[src/rtl/core/arbitrary_axis_point_rotation_core_defines.svh]
`ifndef ARBITRARY_AXIS_POINT_ROTATION_CORE_DEFINES_SVH
`define ARBITRARY_AXIS_POINT_ROTATION_CORE_DEFINES_SVH

// same-cycle implication, sampled on clk, off while rst_n is low
`define AAPR_ASSERT_IMPL(lbl, ante, cons, msg) \
    lbl: assert property (@(posedge clk) disable iff (!rst_n) (ante) |-> (cons)) \
        else $error(msg);

// next-cycle implication, sampled on clk, off while rst_n is low
`define AAPR_ASSERT_NEXT(lbl, ante, cons, msg) \
    lbl: assert property (@(posedge clk) disable iff (!rst_n) (ante) |=> (cons)) \
        else $error(msg);

`endif

[src/rtl/core/aapr_pkg.sv]
`timescale 1ns / 1ps

package aapr_pkg;

    localparam int unsigned ADDR_W = 5;

    typedef enum logic [2:0] {
        CFG_START_X = 3'd0,
        CFG_START_Y = 3'd1,
        CFG_START_Z = 3'd2,
        CFG_END_X   = 3'd3,
        CFG_END_Y   = 3'd4,
        CFG_END_Z   = 3'd5
    } cfg_idx_t;

    localparam logic [31:0] SIN_C0 = 32'd1686629713;
    localparam logic [31:0] SIN_C1 = 32'd693598668;
    localparam logic [31:0] SIN_C2 = 32'd85569306;
    localparam logic [31:0] SIN_C3 = 32'd5026995;
    localparam logic [31:0] SIN_C4 = 32'd172272;
    localparam logic [31:0] SIN_C5 = 32'd3864;

    localparam logic [31:0] ONE_Q30    = 32'h4000_0000;
    localparam logic [69:0] ROUND_HALF = 70'h2000_0000;

    typedef struct packed {
        logic signed [31:0] start_x;
        logic signed [31:0] start_y;
        logic signed [31:0] start_z;
        logic signed [31:0] r_x;
        logic signed [31:0] r_y;
        logic signed [31:0] r_z;
        logic signed [31:0] rr_xx;
        logic signed [31:0] rr_xy;
        logic signed [31:0] rr_xz;
        logic signed [31:0] rr_yy;
        logic signed [31:0] rr_yz;
        logic signed [31:0] rr_zz;
        logic               degen;
    } axis_coef_t;

    typedef struct packed {
        logic signed [33:0] v_x;
        logic signed [33:0] v_y;
        logic signed [33:0] v_z;
        logic signed [31:0] sn;
        logic signed [31:0] cs;
    } front_item_t;

    // a*b/2^30, rounded half away from zero
    function automatic logic signed [35:0] mulq(input logic signed [34:0] a,
                                                input logic signed [34:0] b);
        logic [34:0] ma;
        logic [34:0] mb;
        logic [69:0] p;
        logic [39:0] q;
        ma = a[34] ? 35'(-a) : 35'(a);
        mb = b[34] ? 35'(-b) : 35'(b);
        p  = 70'(ma) * 70'(mb);
        q  = 40'((p + ROUND_HALF) >> 30);
        mulq = (a[34] ^ b[34]) ? -36'(q) : 36'(q);
    endfunction

    function automatic logic signed [31:0] clamp_unit(input logic signed [37:0] a);
        logic signed [37:0] hi;
        logic signed [37:0] lo;
        hi = $signed(38'(ONE_Q30));
        lo = -hi;
        if (a > hi) begin
            clamp_unit = 32'(hi);
        end else if (a < lo) begin
            clamp_unit = 32'(lo);
        end else begin
            clamp_unit = 32'(a);
        end
    endfunction

    function automatic logic signed [31:0] sat32(input logic signed [37:0] a);
        if (a > 38'sh0_7FFF_FFFF) begin
            sat32 = 32'sh7FFF_FFFF;
        end else if (a < -38'sh0_8000_0000) begin
            sat32 = 32'sh8000_0000;
        end else begin
            sat32 = 32'(a);
        end
    endfunction

    function automatic logic [31:0] horner(input logic [31:0] c,
                                           input logic [30:0] z2,
                                           input logic [31:0] t);
        logic [62:0] p;
        p = 63'(z2) * 63'(t);
        horner = c - 32'(p >> 30);
    endfunction

endpackage

[src/rtl/core/aapr_fifo.sv]
`timescale 1ns / 1ps
`include "arbitrary_axis_point_rotation_core_defines.svh"

module aapr_fifo
    import aapr_pkg::*;
#(
    parameter int unsigned DEPTH = 4
)
(
    input  logic        clk,
    input  logic        rst_n,
    input  logic        push,
    input  front_item_t push_item,
    output logic        full,
    input  logic        pop,
    output front_item_t head,
    output logic        nonempty
);

    localparam int unsigned PTR_W = (DEPTH > 1) ? $clog2(DEPTH) : 1;
    localparam int unsigned CNT_W = $clog2(DEPTH + 1);

    front_item_t      mem_reg [DEPTH];
    logic [PTR_W-1:0] wr_ptr_reg;
    logic [PTR_W-1:0] rd_ptr_reg;
    logic [CNT_W-1:0] count_reg;

    assign full     = (count_reg == CNT_W'(DEPTH));
    assign nonempty = (count_reg != '0);
    assign head     = mem_reg[rd_ptr_reg];

    always_ff @(posedge clk or negedge rst_n)
    begin
        if (!rst_n)
        begin
            wr_ptr_reg <= '0;
            rd_ptr_reg <= '0;
            count_reg  <= '0;
        end
        else
        begin
            if (push)
            begin
                wr_ptr_reg <= (wr_ptr_reg == PTR_W'(DEPTH - 1)) ? '0 : wr_ptr_reg + 1'b1;
            end
            if (pop)
            begin
                rd_ptr_reg <= (rd_ptr_reg == PTR_W'(DEPTH - 1)) ? '0 : rd_ptr_reg + 1'b1;
            end
            if (push && !pop)
            begin
                count_reg <= count_reg + 1'b1;
            end
            else if (pop && !push)
            begin
                count_reg <= count_reg - 1'b1;
            end
        end
    end

    always_ff @(posedge clk)
    begin
        if (push)
        begin
            mem_reg[wr_ptr_reg] <= push_item;
        end
    end

    `AAPR_ASSERT_IMPL(a_push_room, push, !full, "push into full queue")
    `AAPR_ASSERT_IMPL(a_pop_data, pop, nonempty, "pop from empty queue")
    `AAPR_ASSERT_NEXT(a_count_up, push && !pop, count_reg == $past(count_reg) + 1'b1, "queue count lost a transaction")

endmodule

[config.mk]
export PLATFORM = sky130hd
export DESIGN_NAME = aapr_fifo
export DESIGN_NICKNAME = d
export VERILOG_FILES = /design/src/rtl/core/aapr_pkg.sv /design/src/rtl/core/aapr_fifo.sv
export VERILOG_INCLUDE_DIRS = /design/src /design/src/rtl/core
export SDC_FILE = /design/constraint.sdc
export NUM_CORES = 1
export LEC_CHECK = 0
export BUFFER_PORTS_ARGS = -buffer_cell sky130_fd_sc_hd__buf_2
export CAP_MARGIN = 10
export CORE_UTILIZATION = 57
export CTS_CLUSTER_DIAMETER = 150
export DETAILED_ROUTE_END_ITERATION = 7
export GPL_TIMING_DRIVEN = 0
export MAX_ROUTING_LAYER = met4
export PLACE_DENSITY = 0.79
export SYNTH_ARGS = -nofsm -noshare
export SYNTH_HDL_FRONTEND = slang
export SYNTH_SLANG_ARGS = --single-unit
[constraint.sdc]
create_clock -name clk -period 6.9 [get_ports clk]
set_clock_uncertainty 0.05 [all_clocks]
set_input_delay 0.69 -clock clk [delete_from_list [all_inputs] [get_ports clk]]
set_output_delay 0.69 -clock clk [all_outputs]
set_load 0.05 [all_outputs]
### Word level (Yosys, flattened, before mapping)

Memory sizes are Yosys's and may differ from the RTL's.
Cells that the tools add are included.

| cells by class | value |
|---|---|
| reduce and logical (&&, ||, !) cells | 6 |
| equality and inequality tests | 3 |
| muxes and demuxes | 6 |
| add/subtract/negate cells | 4 |

Operators with widths:

| cell | number |
|---|---|
| two-way mux 3 bit | 2 |
| adder 2 x 1 -> 2 bit, second input constant | 2 |
| equality test 2 bit, second input constant | 2 |
| two-way mux 2 bit | 2 |
| adder 3 x 1 -> 3 bit, second input constant | 1 |
| equality test 3 bit, second input constant | 1 |
| nonzero test 3 bit | 1 |
| subtractor 3 x 1 -> 3 bit, second input constant | 1 |
| logical AND 1 bit | 2 |
| logical NOT 1 bit | 2 |
| two-way mux 1 bit | 2 |
| nonzero test 2 bit | 1 |

| storage, ports and cells | value |
|---|---|
| memory bits (writable) | 664 |
| bits in registers | 7 |
| output and inout bits | 168 |
| bits of input ports | 170 |
| memories kept | 1 |
| logic and storage cells | 23 |

Memories:

| name | depth | width | rd ports | clocked after memory_dff | wr ports | line | RTL |
|---|---|---|---|---|---|---|---|
| mem_reg | 4 | 166 | 1 | 0 | 1 | aapr_fifo.sv:23 | `front_item_t mem_reg [DEPTH];` |

### Logic depth before layout (Yosys ltp)

Gate-level depths: netlist (run 1).

| logic depth | value |
|---|---|
| word-level depth | 4 |
| mapped depth | 7 |
| mapped depth without buffers | 7 |

### Worst setup path before layout (run 1)

OpenSTA, ideal clock, no wires.

| timing path | value |
|---|---|
| path type | input-to-reg |
| start point | input port push |
| end point | memory mem_reg[0][0] in the netlist's numbering, enable pin |
| cell stages on the path | 1 |
| arrival | 4.470 ns |
| slack | 1.835 ns |
| buffers on the path | 0 |
| setup time | 0.545 ns |
| required time | 6.305 ns |
| cells stage by stage | and2_1 |

| on the way | value |
|---|---|
| word-level cells in the longest chain between the ends | 2 |

RTL lines:

| what | line | RTL |
|---|---|---|
| from (decl) | aapr_fifo.sv:12 | `input logic push,` |
| two-way mux 1 bit | aapr_fifo.sv:63 | `if (push)` |
| two-way mux 1 bit (implied by the code) | aapr_fifo.sv:65 | `mem_reg[wr_ptr_reg] <= push_item;` |
| to (decl) | aapr_fifo.sv:23 |  |

No other way between the ends.

==> results of run 1 <==
-- stage by stage --
| step | total power, W | cells | area, um2 | setup TNS [ns] |
|---|---|---|---|---|
| final | 0.0143 | 1931 | 29200 | 0 |
| after global routing | 0.0148 | 1929 | 29200 | 0 |
| after CTS | 0.0145 | 1912 | 29100 | 0 |
| after detailed placement | 0.0110 | 1793 | 27100 | 0 |
| after global placement | 0.0111 | 1781 | 26700 | -880.84 |
| after floorplan | 0.00975 | 905 | 24400 | 0 |
-- worst max-delay path, delay by kind of cell (launching register included) --
kind / cells / cell delay [ns]
buffers and inverters: 4 / 1.32
DFF: 1 / 0.35
muxes: 1 / 0.38
-- power by group through the flow --
stage | sequential (W) | combinational, W | clock (W)
final | 0.00537 | 0.00554 | 0.00343
after global routing | 0.00541 | 0.00578 | 0.00364
after CTS | 0.00537 | 0.00562 | 0.00349
after detailed placement | 0.00544 | 0.00558 | 0
after global placement | 0.00563 | 0.00543 | 0
after floorplan | 0.00551 | 0.00424 | 0
-- cells by family after synthesis --
logic type,after synthesis,share of synthesized area
compound gates,2,0.000411
flops,671,0.825
buf+inv,42,0.0121
simple gates,11,0.00236
fa+ha+maj,7,0.00390
xor+xnor,3,0.00108
mux,169,0.155
-- what timing repair did --
action                                  in CTS  in global routing
endpoints found under the hold margin        7                  0
endpoints found under the setup margin       0                  0
hold buffers                                 1                  0
-- final timing paths --
path,from,end,slack [ns],cells after the start
worst min register to register,count_reg[2],count_reg[2],0.44,1
max in group asynchronous,rst_n,wr_ptr_reg[0],6.21,2
worst min-delay path,push_item[17],mem_reg[1][17],0.27,1
worst max-delay path,rd_ptr_reg[1],head[50],3.52,5
worst max register to register,wr_ptr_reg[1],mem_reg[1][58],4.76,5
min in group asynchronous,rst_n,rd_ptr_reg[1],0.44,2
-- synthesized netlist by cell type --
library cell and n:
sky130_fd_sc_hd__and2_1 4, sky130_fd_sc_hd__buf_2 19, sky130_fd_sc_hd__buf_6 15, sky130_fd_sc_hd__clkbuf_1 4, sky130_fd_sc_hd__dfrtp_1 7, sky130_fd_sc_hd__edfxtp_1 664
sky130_fd_sc_hd__fa_1 1, sky130_fd_sc_hd__ha_1 6, sky130_fd_sc_hd__inv_1 4, sky130_fd_sc_hd__mux2_2 3, sky130_fd_sc_hd__mux4_2 166, sky130_fd_sc_hd__nand2_1 2
sky130_fd_sc_hd__nor2_1 3, sky130_fd_sc_hd__nor3b_1 1, sky130_fd_sc_hd__o21ai_0 2, sky130_fd_sc_hd__or3_1 1, sky130_fd_sc_hd__xnor2_1 1, sky130_fd_sc_hd__xor2_1 2
-- layer usage --
layer,track usage,vias to the layer above,share of wire
li1,-,4819,-
met1,0.289,5717,0.37
met2,0.365,485,0.50
met3,0.0812,70,0.10
met4,0.0723,0,0.018
met5,-,-,0
-- layout by cell type (no fill, tap or decap), types with 2 or more instances in the layout --
cell and n:
sky130_fd_sc_hd__buf_2 356, sky130_fd_sc_hd__clkinv_1 15, sky130_fd_sc_hd__bufinv_16 3, sky130_fd_sc_hd__diode_2 19, sky130_fd_sc_hd__buf_6 15, sky130_fd_sc_hd__buf_16 12, sky130_fd_sc_hd__clkbuf_1 22, sky130_fd_sc_hd__nand2_1 2
sky130_fd_sc_hd__nor2_1 3, sky130_fd_sc_hd__clkinv_2 6, sky130_fd_sc_hd__ha_1 6, sky130_fd_sc_hd__dfrtp_1 7, sky130_fd_sc_hd__edfxtp_1 664, sky130_fd_sc_hd__o21ai_0 2, sky130_fd_sc_hd__inv_1 4, sky130_fd_sc_hd__mux4_2 166
sky130_fd_sc_hd__clkbuf_16 71, sky130_fd_sc_hd__clkinv_4 2, sky130_fd_sc_hd__and2_4 4, sky130_fd_sc_hd__xor2_1 2, sky130_fd_sc_hd__mux2_2 3
-- cell type report --
| class | instances | share of cell area |
|---|---|---|
| multi-input combinational | 192 | 0.136 |
| antenna | 19 | 0.00163 |
| clock buffer | 90 | 0.0636 |
| timing repair buffer | 350 | 0.0694 |
| inverter | 4 | 0.000514 |
| sequential | 671 | 0.689 |
| clock inverter | 28 | 0.00720 |
| buffer | 38 | 0.00956 |
| tap | 539 | 0.0231 |
==> results.json, run 1 <==
{
  "outcome": "finished clean",
  "worst_pin_slew_ns": 0.792,
  "critPathMostFrequentCell": "sky130_fd_sc_hd__buf_2",
  "antenna_found_initial": 18,
  "path_class": "reg2out",
  "die_y_um": 209,
  "post_drt_wl_per_cell_um": 25.0,
  "vdd_drop_max_mv": 0.314,
  "critical_path.startpoint_type": "flip-flop",
  "tritoncts": "yes",
  "share_clk_of_total_power": 0.239,
  "grt.overflow.total": 0,
  "cts_setup_buffers": 0,
  "clk_transition_reported_paths_ns": 0.06,
  "filler_cell_count": 2506,
  "synth.lib_cells_used.distinct": 18,
  "cts_sinks": 671,
  "timing.critical_path.required_ns": 6.16,
  "synth-seq-area-share": 0.825,
  "num_io_pins": 338,
  "seq_area_mm2": 0.0201,
  "cell_internal_pwr_w": 0.00888,
  "wl_um": 48300,
  "static-leakage-power_nw": 10.0,
  "largest_net_degree_at_the_start_of_global_routing": 59,
  "insertion_delay_ns": 0.58,
  "max_stage_delay_ns": 0.43,
  "holdCritPathClass": "in2reg",
  "initial_utilization": 0.580,
  "hold_violations": 0,
  "min_period_ns": 3.38,
  "drv.max_cap_violation_count": 0,
  "p_sw_w": 0.00546,
  "dp_hpwl_um": 28800,
  "area_of_the_mapped_netlist_mm2": 0.0244,
  "dieArea_mm2": 0.0436,
  "area_growth_pct": 19.8,
  "grt_pass1_wl_um": 72100,
  "remaining_design_rule_violation_count": 0,
  "utilization": 0.694,
  "floorplan.core_area_mm2": 0.0420,
  "route.detailed.vias_per_inst": 5.74,
  "postSynthRegisterBits": 671,
  "dr.pass1.iters": 7,
  "placement.io_buffers": 337,
  "final_min_period_over_clock_period": 0.491,
  "rows": 75,
  "tritoncts.num_buffers": 67,
  "rsz_0062_raised_after_global_routing": "no",
  "bufs_on_longest_clock_path": 3,
  "share_comb_of_total_power": 0.386,
  "via_count": 11091,
  "final_critical_path_setup_slack_ns": 3.52,
  "switching_share": 0.381,
  "mappedNetlistNets": 1082,
  "track_usage": 0.233,
  "netlist_top_cells_area": "sky130_fd_sc_hd__edfxtp_1, sky130_fd_sc_hd__mux4_2, sky130_fd_sc_hd__dfrtp_1",
  "post_route_cells_drive_above_1_share": 0.467,
  "avgSynthCellArea_um2": 26.9,
  "number_of_global_route_vias_before_repair": 11912,
  "area_taken_by_multi_input_logic_gates_mm2": 0.00397,
  "synth-warning-count": 0,
  "finalWeightedCongestion": 0.730,
  "slew_headroom": 0.472,
  "finalMaxSlewViolations": 0,
  "crit_path_end_kind": "output port",
  "dr.first_iter.drc_count": 898,
  "seqPwrFrac": 0.374,
  "cpMaxStageDelayCell": "sky130_fd_sc_hd__buf_2",
  "timing.hold.ws_ns": 0.270,
  "synthCells": 905,
  "achievable-frequency_ghz": 0.295,
  "critical_path.cell_chain": "clkbuf_1, buf_2, buf_2, mux4_2, buf_2",
  "detail-route-antenna-nets": 0,
  "worstPathMaxFanout": 11,
  "largest_register_ffs": 664,
  "cts.root.buffer_cell": "sky130_fd_sc_hd__clkbuf_16",
  "die_width_um": 209,
  "pre_cts_ws_ns": 4.05,
  "synthDominantCellAreaShare": 0.818,
  "cts-htree-levels": 3,
  "setup_viol": 0,
  "ctsResizeCount": 0,
  "power.density_cell_area_mw_per_mm2": 491,
  "timing.critical_path.arrival_ns": 2.64,
  "nets": 1501,
  "yosysTopAreaCell": "sky130_fd_sc_hd__edfxtp_1"
}
(Power assumes the default switching activity.)
==> run 2, diff against run 1 <==
Clock period 6.9 ns to 3.4 ns, I/O delays scaled along.
==> results.json, run 2 (synthesized netlist as in run 1, its figures left out) <==
{
  "outcome": "finished clean",
  "num_io_pins": 338,
  "worstReg2RegEnd": "mem_reg[0][101]",
  "cts-htree-levels": 3,
  "min_period_ns": 3.05,
  "clk_transition_reported_paths_ns": 0.07,
  "post_route_cells_drive_above_1_share": 0.417,
  "achievable-frequency_ghz": 0.328,
  "final_critical_path_setup_slack_ns": 0.349,
  "power.density_cell_area_mw_per_mm2": 956,
  "bufs_on_longest_clock_path": 3,
  "startpoint": "rd_ptr_reg[1]",
  "final_min_period_over_clock_period": 0.897,
  "crit_path_end_kind": "output port",
  "area_growth_pct": 26.6,
  "route.detailed.vias_per_inst": 5.79,
  "placement.cell_area_mm2": 0.0270,
  "design_area_mm2": 0.0309,
  "layout_common_cells": "sky130_fd_sc_hd__edfxtp_1, sky130_fd_sc_hd__buf_2, sky130_fd_sc_hd__dlygate4sd3_1",
  "cts_sinks": 671,
  "number_of_global_route_vias_before_repair": 12773,
  "crit_end": "head[23]",
  "drv.max_cap_violation_count": 0,
  "tritoncts": "yes",
  "grt.overflow.total": 0,
  "ctsResizeCount": 0,
  "rsz_0062_raised_after_global_routing": "no",
  "tritoncts.num_buffers": 66,
  "worstPathMaxFanout": 10,
  "cts.root.buffer_cell": "sky130_fd_sc_hd__clkbuf_16",
  "grt_pass1_wl_um": 77400,
  "hold_violations": 0,
  "worst_pin_slew_ns": 0.864,
  "post_drt_wl_per_cell_um": 25.2,
  "vdd_drop_max_mv": 0.639,
  "die_y_um": 209,
  "die_width_um": 209,
  "timing.critical_path.arrival_ns": 2.66,
  "detail-route-antenna-nets": 0,
  "finalMaxSlewViolations": 0,
  "wl_um": 52500,
  "largest_net_degree_at_the_start_of_global_routing": 60,
  "placement.io_buffers": 337,
  "nets": 1667,
  "via_count": 12075,
  "insertion_delay_ns": 0.58,
  "timing.critical_path.required_ns": 3.01,
  "setup_viol": 0,
  "dieArea_mm2": 0.0436,
  "final_common_cell": "sky130_fd_sc_hd__edfxtp_1",
  "track_usage": 0.250,
  "antenna_found_initial": 9,
  "largest_register_ffs": 664,
  "holdCritPathClass": "in2async",
  "ff2ff_path_depth": 5,
  "rows": 75,
  "rrSetupSlack_ns": 1.16,
  "critical_path.startpoint_type": "flip-flop",
  "finalWeightedCongestion": 0.746,
  "rr_startpoint": "wr_ptr_reg[0]",
  "path_class": "reg2out",
  "fin_total_pwr_w": 0.0295,
  "dr.first_iter.drc_count": 1160,
  "dp_hpwl_um": 28700,
  "slew_headroom": 0.424,
  "initial_utilization": 0.580,
  "pre_cts_ws_ns": 0.950,
  "floorplan.core_area_mm2": 0.0420,
  "remaining_design_rule_violation_count": 0,
  "dr.pass1.iters": 5,
  "static-leakage-power_nw": 10.7,
  "filler_cell_count": 2277
}
run 2: metrics by stage:
| step | TNS, ns | instances | hold slack (ns) | util |
|---|---|---|---|---|
| 6_report | 0 | 2087 | 0.121 | 0.734 |
| 5_1_grt | 0 | 2087 | 0.105 | 0.734 |
| 4_1_cts | 0 | 2078 | 0.0641 | 0.734 |
| 3_5_place_dp | 0 | 1792 | 0.136 | 0.643 |
| 3_3_place_gp | -827.85 | 1781 | 0.128 | 0.636 |
| 2_1_floorplan | 0 | 905 | -0.00559 | - |
run 2: final cells by class:
type / instances / area (um2) / share of cell area
repair buffers: 517 / 3680 / 0.119
plain buffers: 38 / 279 / 0.00904
clock buffers: 93 / 1860 / 0.0602
diodes: 9 / 22.5 / 0.000730
inverters: 4 / 15.0 / 0.000487
multi-input cells: 192 / 3970 / 0.129
well taps: 539 / 674 / 0.0219
clock inverters: 24 / 243 / 0.00787
flip-flops and latches: 671 / 20100 / 0.652
run 2: routing by layer:
metal,wire length (um),part of all wire,vias up,GRT usage
met5,0,0,-,-
met4,1130,0.022,0,0.0791
met3,4690,0.089,85,0.0724
met2,26700,0.51,561,0.400
met1,20000,0.38,6313,0.312
li1,-,-,5116,-
run 2: what timing repair did:
item | 4_1_cts | 5_1_grt
setup buffers | 0 | 0
hold buffers | 169 | 0
endpoints found under the hold margin | 674 | 0
run 2: worst min-delay path by stage:
stage / end / cells past startpoint / from / slack [ns]
after floorplan: count_reg[0] / 0 / rst_n / -0.006
after global placement: count_reg[2] / 1 / rst_n / 0.13
after detailed placement: rd_ptr_reg[1] / 1 / rst_n / 0.14
after CTS: count_reg[2] / 2 / rst_n / 0.06
after global routing: count_reg[2] / 2 / rst_n / 0.11
final: count_reg[2] / 2 / rst_n / 0.12
run 2: power breakdown:
part | internal (W) | switching, W | leakage, nW
registers | 0.0106 | 0.000336 | 6.18
clock network | 0.00420 | 0.00292 | 1.02
logic | 0.00350 | 0.00796 | 3.50
total | 0.0183 | 0.0112 | 10.7
run 2: worst max-delay path: stages (launching register included):
cell	delay [ns]
sky130_fd_sc_hd__dfrtp_1	0.38
sky130_fd_sc_hd__clkbuf_1	0.28
sky130_fd_sc_hd__buf_2	0.43
sky130_fd_sc_hd__buf_2	0.35
sky130_fd_sc_hd__mux4_2	0.39
sky130_fd_sc_hd__buf_2	0.24
